==> src/hdl/ppa_pkg.sv <==
// Shared types and constants for the polygon perimeter and area block.
package ppa_pkg;

  localparam int unsigned COORD_W      = 16;
  localparam int unsigned MAX_VERTICES = 1024;
  localparam int unsigned FRAC_BITS    = 8;
  localparam int unsigned CNT_W        = $clog2(MAX_VERTICES + 2);
  localparam int unsigned SQ_W         = 2 * COORD_W + 2;
  localparam int unsigned RAD_W        = SQ_W + 2 * FRAC_BITS;
  localparam int unsigned ROOT_W       = RAD_W / 2;
  localparam int unsigned REM_W        = ROOT_W + 2;
  localparam int unsigned ITER_W       = $clog2(ROOT_W);
  localparam int unsigned TERM_W       = 2 * COORD_W + 1;
  localparam int unsigned PERIM_W      = 35;
  localparam int unsigned AREA_W       = 43;
  localparam int unsigned FIFO_DEPTH   = 4;
  localparam int unsigned FIFO_PTR_W   = $clog2(FIFO_DEPTH);
  localparam int unsigned FIFO_CNT_W   = $clog2(FIFO_DEPTH + 1);

  typedef enum logic [1:0] {
    ST_OK   = 2'd0,
    ST_FEW  = 2'd1,
    ST_MANY = 2'd2
  } status_e;

  typedef enum logic {
    FR_ACCEPT,
    FR_CLOSE
  } front_state_e;

  typedef enum logic [2:0] {
    BK_IDLE,
    BK_DIFF,
    BK_MUL,
    BK_SUM,
    BK_SQRT,
    BK_ACC,
    BK_OUT
  } back_state_e;

  // One edge to evaluate: length from (ax,ay) to (bx,by) and the cross term.
  typedef struct packed {
    logic signed [COORD_W-1:0] ax;
    logic signed [COORD_W-1:0] ay;
    logic signed [COORD_W-1:0] bx;
    logic signed [COORD_W-1:0] by;
    logic                      use_len;
    logic                      last;
    status_e                   status;
  } job_t;

endpackage

==> src/hdl/ppa_fifo.sv <==
// Short edge-job queue between the front and back sections.
module ppa_fifo (
  input  logic          clk_i,
  input  logic          rst_ni,
  input  logic          push_i,
  input  ppa_pkg::job_t push_data_i,
  output logic          full_o,
  input  logic          pop_i,
  output ppa_pkg::job_t pop_data_o,
  output logic          empty_o
);
  import ppa_pkg::*;

  job_t                  mem_q [FIFO_DEPTH];
  logic [FIFO_PTR_W-1:0] wr_ptr_q, wr_ptr_d;
  logic [FIFO_PTR_W-1:0] rd_ptr_q, rd_ptr_d;
  logic [FIFO_CNT_W-1:0] cnt_q, cnt_d;
  logic                  do_push, do_pop;

  assign full_o     = (cnt_q == FIFO_CNT_W'(FIFO_DEPTH));
  assign empty_o    = (cnt_q == '0);
  assign do_push    = push_i && !full_o;
  assign do_pop     = pop_i && !empty_o;
  assign pop_data_o = mem_q[rd_ptr_q];

  always_comb begin
    wr_ptr_d = do_push ? wr_ptr_q + 1'b1 : wr_ptr_q;
    rd_ptr_d = do_pop ? rd_ptr_q + 1'b1 : rd_ptr_q;
    cnt_d    = cnt_q;
    if (do_push && !do_pop) begin
      cnt_d = cnt_q + 1'b1;
    end else if (!do_push && do_pop) begin
      cnt_d = cnt_q - 1'b1;
    end
  end

  always_ff @(posedge clk_i or negedge rst_ni) begin
    if (!rst_ni) begin
      wr_ptr_q <= '0;
      rd_ptr_q <= '0;
      cnt_q    <= '0;
    end else begin
      wr_ptr_q <= wr_ptr_d;
      rd_ptr_q <= rd_ptr_d;
      cnt_q    <= cnt_d;
    end
  end

  always_ff @(posedge clk_i) begin
    if (do_push) begin
      mem_q[wr_ptr_q] <= push_data_i;
    end
  end

endmodule

==> src/hdl/ppa_front.sv <==
// Front section: vertex intake, counting, classification into edge jobs.
module ppa_front (
  input  logic                           clk_i,
  input  logic                           rst_ni,
  input  logic                           cfg_valid_i,
  input  logic                           cfg_data_i,
  output logic                           cfg_ready_o,
  input  logic                           in_valid_i,
  output logic                           in_ready_o,
  input  logic signed [ppa_pkg::COORD_W-1:0] x_coord_i,
  input  logic signed [ppa_pkg::COORD_W-1:0] y_coord_i,
  input  logic                           last_vertex_i,
  input  logic                           fifo_full_i,
  output logic                           push_o,
  output ppa_pkg::job_t                  job_o
);
  import ppa_pkg::*;

  front_state_e              state_q, state_d;
  logic                      closed_mode_q;
  logic [CNT_W-1:0]          count_q, count_d;
  logic [CNT_W-1:0]          count_inc;
  logic signed [COORD_W-1:0] first_x_q, first_y_q, prev_x_q, prev_y_q;
  status_e                   status_q, status_d;
  logic                      accept;
  logic                      in_range;

  assign cfg_ready_o = 1'b1;
  assign in_range    = (count_q < CNT_W'(MAX_VERTICES));
  assign count_inc   = in_range ? count_q + 1'b1 : CNT_W'(MAX_VERTICES + 1);

  always_comb begin
    state_d = state_q;
    unique case (state_q)
      FR_ACCEPT: if (accept && last_vertex_i) state_d = FR_CLOSE;
      FR_CLOSE:  if (!fifo_full_i) state_d = FR_ACCEPT;
      default:   state_d = FR_ACCEPT;
    endcase
  end

  always_comb begin
    in_ready_o    = 1'b0;
    push_o        = 1'b0;
    job_o.ax      = prev_x_q;
    job_o.ay      = prev_y_q;
    job_o.bx      = x_coord_i;
    job_o.by      = y_coord_i;
    job_o.use_len = 1'b1;
    job_o.last    = 1'b0;
    job_o.status  = ST_OK;
    unique case (state_q)
      FR_ACCEPT: begin
        in_ready_o = !fifo_full_i;
        push_o     = in_valid_i && !fifo_full_i && in_range && (count_q != '0);
      end
      FR_CLOSE: begin
        push_o        = !fifo_full_i;
        job_o.bx      = first_x_q;
        job_o.by      = first_y_q;
        job_o.use_len = closed_mode_q;
        job_o.last    = 1'b1;
        job_o.status  = status_q;
      end
      default: ;
    endcase
  end

  assign accept = in_valid_i && in_ready_o;

  always_comb begin
    count_d  = count_q;
    status_d = status_q;
    if (accept) begin
      count_d = count_inc;
      if (last_vertex_i) begin
        count_d = '0;
        priority if (count_inc > CNT_W'(MAX_VERTICES)) begin
          status_d = ST_MANY;
        end else if (count_inc < CNT_W'(3)) begin
          status_d = ST_FEW;
        end else begin
          status_d = ST_OK;
        end
      end
    end
  end

  always_ff @(posedge clk_i or negedge rst_ni) begin
    if (!rst_ni) begin
      state_q       <= FR_ACCEPT;
      closed_mode_q <= 1'b1;
      count_q       <= '0;
    end else begin
      state_q <= state_d;
      count_q <= count_d;
      if (cfg_valid_i) begin
        closed_mode_q <= cfg_data_i;
      end
    end
  end

  always_ff @(posedge clk_i) begin
    status_q <= status_d;
    if (accept && in_range) begin
      prev_x_q <= x_coord_i;
      prev_y_q <= y_coord_i;
      if (count_q == '0) begin
        first_x_q <= x_coord_i;
        first_y_q <= y_coord_i;
      end
    end
  end

endmodule

==> src/hdl/ppa_back.sv <==
// Back section: edge length by bit-serial square root, shoelace sum, result register.
module ppa_back (
  input  logic                            clk_i,
  input  logic                            rst_ni,
  input  logic                            fifo_empty_i,
  input  ppa_pkg::job_t                   fifo_data_i,
  output logic                            pop_o,
  output logic                            out_valid_o,
  input  logic                            out_ready_i,
  output logic [ppa_pkg::PERIM_W-1:0]     perimeter_q8_o,
  output logic [ppa_pkg::AREA_W-1:0]      area_doubled_o,
  output logic [1:0]                      status_o
);
  import ppa_pkg::*;

  back_state_e                 state_q, state_d;
  job_t                        job_q;
  logic signed [COORD_W:0]     dx_q, dy_q;
  logic signed [2*COORD_W+1:0] prod_dx, prod_dy;
  logic signed [2*COORD_W-1:0] prod_1, prod_2;
  logic [2*COORD_W:0]          sq_dx_q, sq_dy_q;
  logic signed [2*COORD_W-1:0] p1_q, p2_q;
  logic [SQ_W-1:0]             sq_sum;
  logic signed [TERM_W-1:0]    term_q;
  logic [RAD_W-1:0]            rad_q;
  logic [REM_W-1:0]            rem_q, rem_shift, trial;
  logic [ROOT_W-1:0]           root_q;
  logic [ITER_W-1:0]           iter_q;
  logic                        root_bit;
  logic [PERIM_W-1:0]          perim_q;
  logic [PERIM_W:0]            perim_add;
  logic signed [AREA_W-1:0]    cross_q;
  logic                        out_valid_q;
  logic                        load_out;
  logic                        sqrt_done;
  logic [PERIM_W-1:0]          perim_out_q;
  logic [AREA_W-1:0]           area_out_q;
  status_e                     status_out_q;

  assign prod_dx   = (2*COORD_W+2)'(dx_q) * (2*COORD_W+2)'(dx_q);
  assign prod_dy   = (2*COORD_W+2)'(dy_q) * (2*COORD_W+2)'(dy_q);
  assign prod_1    = (2*COORD_W)'(job_q.ax) * (2*COORD_W)'(job_q.by);
  assign prod_2    = (2*COORD_W)'(job_q.bx) * (2*COORD_W)'(job_q.ay);
  assign sq_sum    = SQ_W'(sq_dx_q) + SQ_W'(sq_dy_q);
  assign rem_shift = {rem_q[REM_W-3:0], rad_q[RAD_W-1 -: 2]};
  assign trial     = {root_q, 2'b01};
  assign root_bit  = (rem_shift >= trial);
  assign sqrt_done = (iter_q == ITER_W'(ROOT_W - 1));
  assign perim_add = {1'b0, perim_q}
                   + (job_q.use_len ? (PERIM_W + 1)'(root_q) : '0);

  always_comb begin
    state_d = state_q;
    unique case (state_q)
      BK_IDLE: if (!fifo_empty_i) state_d = BK_DIFF;
      BK_DIFF: state_d = BK_MUL;
      BK_MUL:  state_d = BK_SUM;
      BK_SUM:  state_d = BK_SQRT;
      BK_SQRT: if (sqrt_done) state_d = BK_ACC;
      BK_ACC:  state_d = job_q.last ? BK_OUT : BK_IDLE;
      BK_OUT:  if (load_out) state_d = BK_IDLE;
      default: state_d = BK_IDLE;
    endcase
  end

  always_comb begin
    pop_o    = 1'b0;
    load_out = 1'b0;
    unique case (state_q)
      BK_IDLE: pop_o = !fifo_empty_i;
      BK_OUT:  load_out = !out_valid_q || out_ready_i;
      default: ;
    endcase
  end

  always_ff @(posedge clk_i or negedge rst_ni) begin
    if (!rst_ni) begin
      state_q     <= BK_IDLE;
      out_valid_q <= 1'b0;
      perim_q     <= '0;
      cross_q     <= '0;
    end else begin
      state_q <= state_d;
      if (load_out) begin
        out_valid_q <= 1'b1;
      end else if (out_ready_i) begin
        out_valid_q <= 1'b0;
      end
      if (state_q == BK_ACC) begin
        perim_q <= perim_add[PERIM_W] ? '1 : perim_add[PERIM_W-1:0];
        cross_q <= cross_q + AREA_W'(term_q);
      end else if (load_out) begin
        perim_q <= '0;
        cross_q <= '0;
      end
    end
  end

  always_ff @(posedge clk_i) begin
    unique case (state_q)
      BK_IDLE: begin
        job_q <= fifo_data_i;
      end
      BK_DIFF: begin
        dx_q <= {job_q.ax[COORD_W-1], job_q.ax} - {job_q.bx[COORD_W-1], job_q.bx};
        dy_q <= {job_q.ay[COORD_W-1], job_q.ay} - {job_q.by[COORD_W-1], job_q.by};
      end
      BK_MUL: begin
        sq_dx_q <= prod_dx[2*COORD_W:0];
        sq_dy_q <= prod_dy[2*COORD_W:0];
        p1_q    <= prod_1;
        p2_q    <= prod_2;
      end
      BK_SUM: begin
        rad_q  <= RAD_W'(sq_sum) << (2 * FRAC_BITS);
        term_q <= TERM_W'(p1_q) - TERM_W'(p2_q);
        rem_q  <= '0;
        root_q <= '0;
        iter_q <= '0;
      end
      BK_SQRT: begin
        rad_q  <= rad_q << 2;
        rem_q  <= root_bit ? rem_shift - trial : rem_shift;
        root_q <= {root_q[ROOT_W-2:0], root_bit};
        iter_q <= iter_q + 1'b1;
      end
      BK_ACC: ;
      BK_OUT: begin
        if (load_out) begin
          perim_out_q  <= perim_q;
          area_out_q   <= cross_q[AREA_W-1] ? AREA_W'(-cross_q) : AREA_W'(cross_q);
          status_out_q <= job_q.status;
        end
      end
      default: ;
    endcase
  end

  assign out_valid_o    = out_valid_q;
  assign perimeter_q8_o = perim_out_q;
  assign area_doubled_o = area_out_q;
  assign status_o       = status_out_q;

endmodule

==> src/hdl/polygon_perimeter_area.sv <==
// Top level of the polygon perimeter and doubled-area block.
//
// Vertices enter on the input channel (in_valid_i/in_ready_o) as signed
// 16-bit x_coord_i, y_coord_i with last_vertex_i marking the final vertex.
// One result per polygon leaves on the output channel (out_valid_o/
// out_ready_i): perimeter with 8 fraction bits, absolute doubled area,
// status (ok, too few, too many vertices) and done_res_o, always 1.
// closed_mode is written on the cfg channel; cfg_ready_o is always high.
// The front section takes vertices and queues edge jobs; the back section
// works through each edge job in steps: difference, multiply, sum, the
// bit-serial square root, accumulate. The first vertex queues no job, each
// later vertex one edge job, and a last vertex also the closing edge job.
// The four-entry job queue lets the front take vertices while the square root
// is busy; the front stalls when the queue is full and while it closes a polygon.
// The result sits in an output register; a stalled receiver holds it there
// while the next polygon keeps being worked on, until its result is due.
// Reset empties the queue, clears the sums and count and sets closed_mode.
module polygon_perimeter_area (
  input  logic                               clk_i,
  input  logic                               rst_ni,
  input  logic                               cfg_valid_i,
  output logic                               cfg_ready_o,
  input  logic                               cfg_data_i,
  input  logic                               in_valid_i,
  output logic                               in_ready_o,
  input  logic signed [ppa_pkg::COORD_W-1:0] x_coord_i,
  input  logic signed [ppa_pkg::COORD_W-1:0] y_coord_i,
  input  logic                               last_vertex_i,
  output logic                               out_valid_o,
  input  logic                               out_ready_i,
  output logic [ppa_pkg::PERIM_W-1:0]        perimeter_q8_o,
  output logic [ppa_pkg::AREA_W-1:0]         area_doubled_o,
  output logic [1:0]                         status_o,
  output logic                               done_res_o
);
  import ppa_pkg::*;

  job_t push_job, pop_job;
  logic push, pop, fifo_full, fifo_empty;

  ppa_front u_front (
    .clk_i         (clk_i),
    .rst_ni        (rst_ni),
    .cfg_valid_i   (cfg_valid_i),
    .cfg_data_i    (cfg_data_i),
    .cfg_ready_o   (cfg_ready_o),
    .in_valid_i    (in_valid_i),
    .in_ready_o    (in_ready_o),
    .x_coord_i     (x_coord_i),
    .y_coord_i     (y_coord_i),
    .last_vertex_i (last_vertex_i),
    .fifo_full_i   (fifo_full),
    .push_o        (push),
    .job_o         (push_job)
  );

  ppa_fifo u_fifo (
    .clk_i       (clk_i),
    .rst_ni      (rst_ni),
    .push_i      (push),
    .push_data_i (push_job),
    .full_o      (fifo_full),
    .pop_i       (pop),
    .pop_data_o  (pop_job),
    .empty_o     (fifo_empty)
  );

  ppa_back u_back (
    .clk_i          (clk_i),
    .rst_ni         (rst_ni),
    .fifo_empty_i   (fifo_empty),
    .fifo_data_i    (pop_job),
    .pop_o          (pop),
    .out_valid_o    (out_valid_o),
    .out_ready_i    (out_ready_i),
    .perimeter_q8_o (perimeter_q8_o),
    .area_doubled_o (area_doubled_o),
    .status_o       (status_o)
  );

  assign done_res_o = 1'b1;

endmodule
==> config.mk <==
export PLATFORM = sky130hd
export DESIGN_NAME = polygon_perimeter_area
export DESIGN_NICKNAME = d
export VERILOG_FILES = /design/src/hdl/ppa_pkg.sv /design/src/hdl/ppa_fifo.sv /design/src/hdl/ppa_front.sv /design/src/hdl/ppa_back.sv /design/src/hdl/polygon_perimeter_area.sv
export SDC_FILE = /design/constraint.sdc
export NUM_CORES = 2
export LEC_CHECK = 0
export BUFFER_PORTS_ARGS = -buffer_cell sky130_fd_sc_hd__buf_2
export CORE_UTILIZATION = 40
export CTS_CLUSTER_SIZE = 24
export DETAILED_ROUTE_END_ITERATION = 7
export HOLD_SLACK_MARGIN = 0.02
export PLACE_DENSITY = 0.62
export SYNTH_ARGS = -nofsm -noshare
export SYNTH_HDL_FRONTEND = slang
export SYNTH_SLANG_ARGS = --single-unit
==> constraint.sdc <==
create_clock -name clk_i -period 14 [get_ports clk_i]
set_clock_uncertainty 0.2 [all_clocks]
set_input_delay 3.5 -clock clk_i [delete_from_list [all_inputs] [get_ports clk_i]]
set_output_delay 3.5 -clock clk_i [all_outputs]
set_load 0.02 [all_outputs]
==> impl_metrics.yaml <==
status:
  status: "finished, final reports clean"
detailed_routing:
  avgViaCountPerCell: 5.06
  vias: 50200
  routedWlPerCell_um: 18.2
  drtIter0Drc: 3041
  dr.pass1.iters: 5
  ant_nets: 0
  drt-total-wl_um: 180000
  drc: 0
cells_and_area:
  nFillCells: 18400
  syn_to_final_growth_pct: 8.44
  nNetsFinal: 8849
  seqCellArea_um2: 25700
  multi_input_area_um2: 47200
  drive_gt1_frac: 0.0635
critical_path:
  crit_path_max_fanout: 20
  startpoint_type: "flip-flop"
  crit_path_end_kind: "flip-flop"
  critical_path_class: "reg -> reg"
  critPathArrivalTime_ps: 7600
  required_ps: 14310
min_path:
  hp-class: "reg -> reg"
sta:
  finalHoldViolations: 0
  fmax_mhz: 137
  relSlewSlack: 0.195
  period_share: 0.521
  rsz0062_at_grt: "false"
  period_needed_ps: 7290
  tns_ps: 0
  setup_ws_ps: 6710
  slew_violations: 0
  setup_viol: 0
  tightest_slew_ps: 1210
clocking:
  htree_levels: 3
  post_cts_resized: 0
  cts_tree: "built"
  clkSinkCount: 872
  root_buffer: "clkbuf_16"
  postCtsHoldBufs: 0
  clk_pin_slew_ps: 70
  cts-buffers-inserted: 94
  clockBufferDepth: 3
  post-cts-setup-buffers: 0
  clk_latency_ps: 760
global_routing:
  grt_pass1_wl_um: 288000
  track_usage: 0.184
  antenna_found_initial: 7
  grt_pass1_vias: 52600
  grt-ovfl-total: 0
  grt_max_degree: 85
placed_design:
  pre_cts_slack_ps: 6760
  port_buffers: 120
  hpwlAfterDp_um: 141000
  routabilityCongestion: 0.905
die:
  dieWidth_um: 446
  die_h_um: 446
  ioPinCount: 123
  rows: 162
  die_area_um2: 199000
  core-area_um2: 195000
  start_util: 0.404
logic_synthesis:
  synth_cell_types: 87
  synth_seq_cells: 872
  async_reset_ff_frac: 0.117
  syn_area_per_cell_um2: 11.0
  yosys_most_used_dff: "edfxtp_1"
  yosys_warnings: 0
  synth_cells: 7173
  synth.yosys.seq_area_share: 0.325
  syn-cell-area_um2: 78900
  synth-edff-count: 770
flow_run:
  maxCapViolCount: 0
==> path summary, 6_finish.rpt <==
path	start	slack, ps	endpoint	cells after the start
worst max-delay path	u_back.dy_q[4]	6710	u_back.sq_dy_q[31]	22
worst min-delay path	u_back.job_q[0]	230	u_back.status_o[0]	0
worst max register to register	u_back.dy_q[4]	6710	u_back.sq_dy_q[31]	22
worst min register to register	u_back.job_q[0]	230	u_back.status_o[0]	0
max in group asynchronous	rst_ni	9520	u_back.cross_q[22]	3
min in group asynchronous	rst_ni	2450	u_front.count_q[10]	1
==> cells in the final DEF, fill, tap and decap left out, drive strengths merged, types with 34 or more instances in the layout <==
cell type,instances
o21ai,218
buf,156
nor2,330
and3,36
a31oi,48
and2,362
fa,1051
inv,1420
dfrtp,101
nand3,99
edfxtp,770
a211oi,38
ha,536
clkbuf,117
o31ai,39
xnor2,262
nor3,57
o21bai,36
nand2b,60
o21a,34
xor2,94
nor2b,53
mux2,36
mux4,68
nand2,591
a21oi,247
a21o,122
==> registers in the layout, indices dropped and copies added, names as in the netlist, 33 cells and up <==
signal and flops:
u_back.cross_q 43, u_fifo.mem_q 272, u_back.rad_q 34, u_back.perimeter_q8_o 35, u_back.term_q 33, u_back.perim_q 35
u_back.area_doubled_o 43, u_back.job_q 68
==> critical path: stages (launching register included) <==
cell and delay [ps]:
edfxtp_1 850, and2_1 270, inv_1 70, fa_1 530, inv_1 60, fa_1 530, inv_1 50, fa_1 370
inv_1 70, fa_1 440, fa_1 550, inv_1 50, fa_1 470, inv_1 40, ha_1 320, and3_1 200
a221oi_1 330, o21ai_1 240, a41o_1 330, o41a_1 370, a211oi_1 380, a22oi_1 130, xor2_1 160
==> stage by stage <==
step | instance area (um2) | instances | hold WS (ps) | util
floorplan | 78900 | 7174 | 200 | -
global placement | 82400 | 9751 | 208 | 0.422
detailed placement | 82400 | 9751 | 211 | 0.422
CTS | 85600 | 9926 | 227 | 0.438
global route | 85600 | 9927 | 239 | 0.438
finish | 85600 | 9928 | 227 | 0.438
==> cells in the mapped netlist (15+ instances only) <==
master / number / area, um2
o21a_1: 34 / 255
a211oi_1: 38 / 285
nand3_1: 99 / 495
a31oi_1: 48 / 300
xor2_1: 94 / 823
dfrtp_1: 101 / 2530
inv_1: 1407 / 5280
and2_1: 362 / 2260
clkbuf_1: 183 / 687
xnor2_1: 262 / 2290
nand2b_1: 60 / 375
mux4_2: 68 / 1530
ha_1: 536 / 6710
a21oi_1: 247 / 1240
a21o_1: 122 / 916
nand2_1: 591 / 2220
nor4_1: 15 / 93.8
and3_1: 36 / 225
edfxtp_1: 770 / 23100
o21ai_1: 19 / 95.1
or3_1: 20 / 125
nor2_1: 330 / 1240
fa_1: 1051 / 21000
mux2_2: 36 / 405
o211ai_1: 23 / 173
buf_1: 15 / 56.3
nor3_1: 56 / 280
nor2b_1: 53 / 332
nand4_1: 16 / 100
mux2i_1: 28 / 280
o21ai_0: 199 / 996
o21bai_1: 36 / 270
o31ai_1: 36 / 270
==> layer usage <==
layer  share of wire  up-vias  track usage
li1                -    23400            -
met4           0.024        2       0.0470
met3           0.054      205       0.0305
met2            0.47     1151        0.305
met1            0.45    25400        0.251
met5        0.000055        -            0
==> area by class of cell <==
type                            count  share of cell area
Inverter                         1410              0.0619
Antenna cell                        2           0.0000585
Clock buffer                      117              0.0289
Sequential cell                   872               0.300
Timing Repair Buffer              156              0.0102
Tap cell                         2624              0.0384
Multi-Input combinational cell   4689               0.552
Clock inverter                     58             0.00847
==> logic make-up after synthesis <==
group	count (synthesis)	synth area share
fa+ha+maj	1587	0.352
other cells	1	0.0000475
simple gates	1684	0.103
mux	132	0.0281
flops	872	0.325
compound gates	928	0.0753
buf+inv	1613	0.0771
xor+xnor	356	0.0395
Power is not shown: default switching activity piles up to over one toggle a cycle in this logic, so the estimate is an artifact.
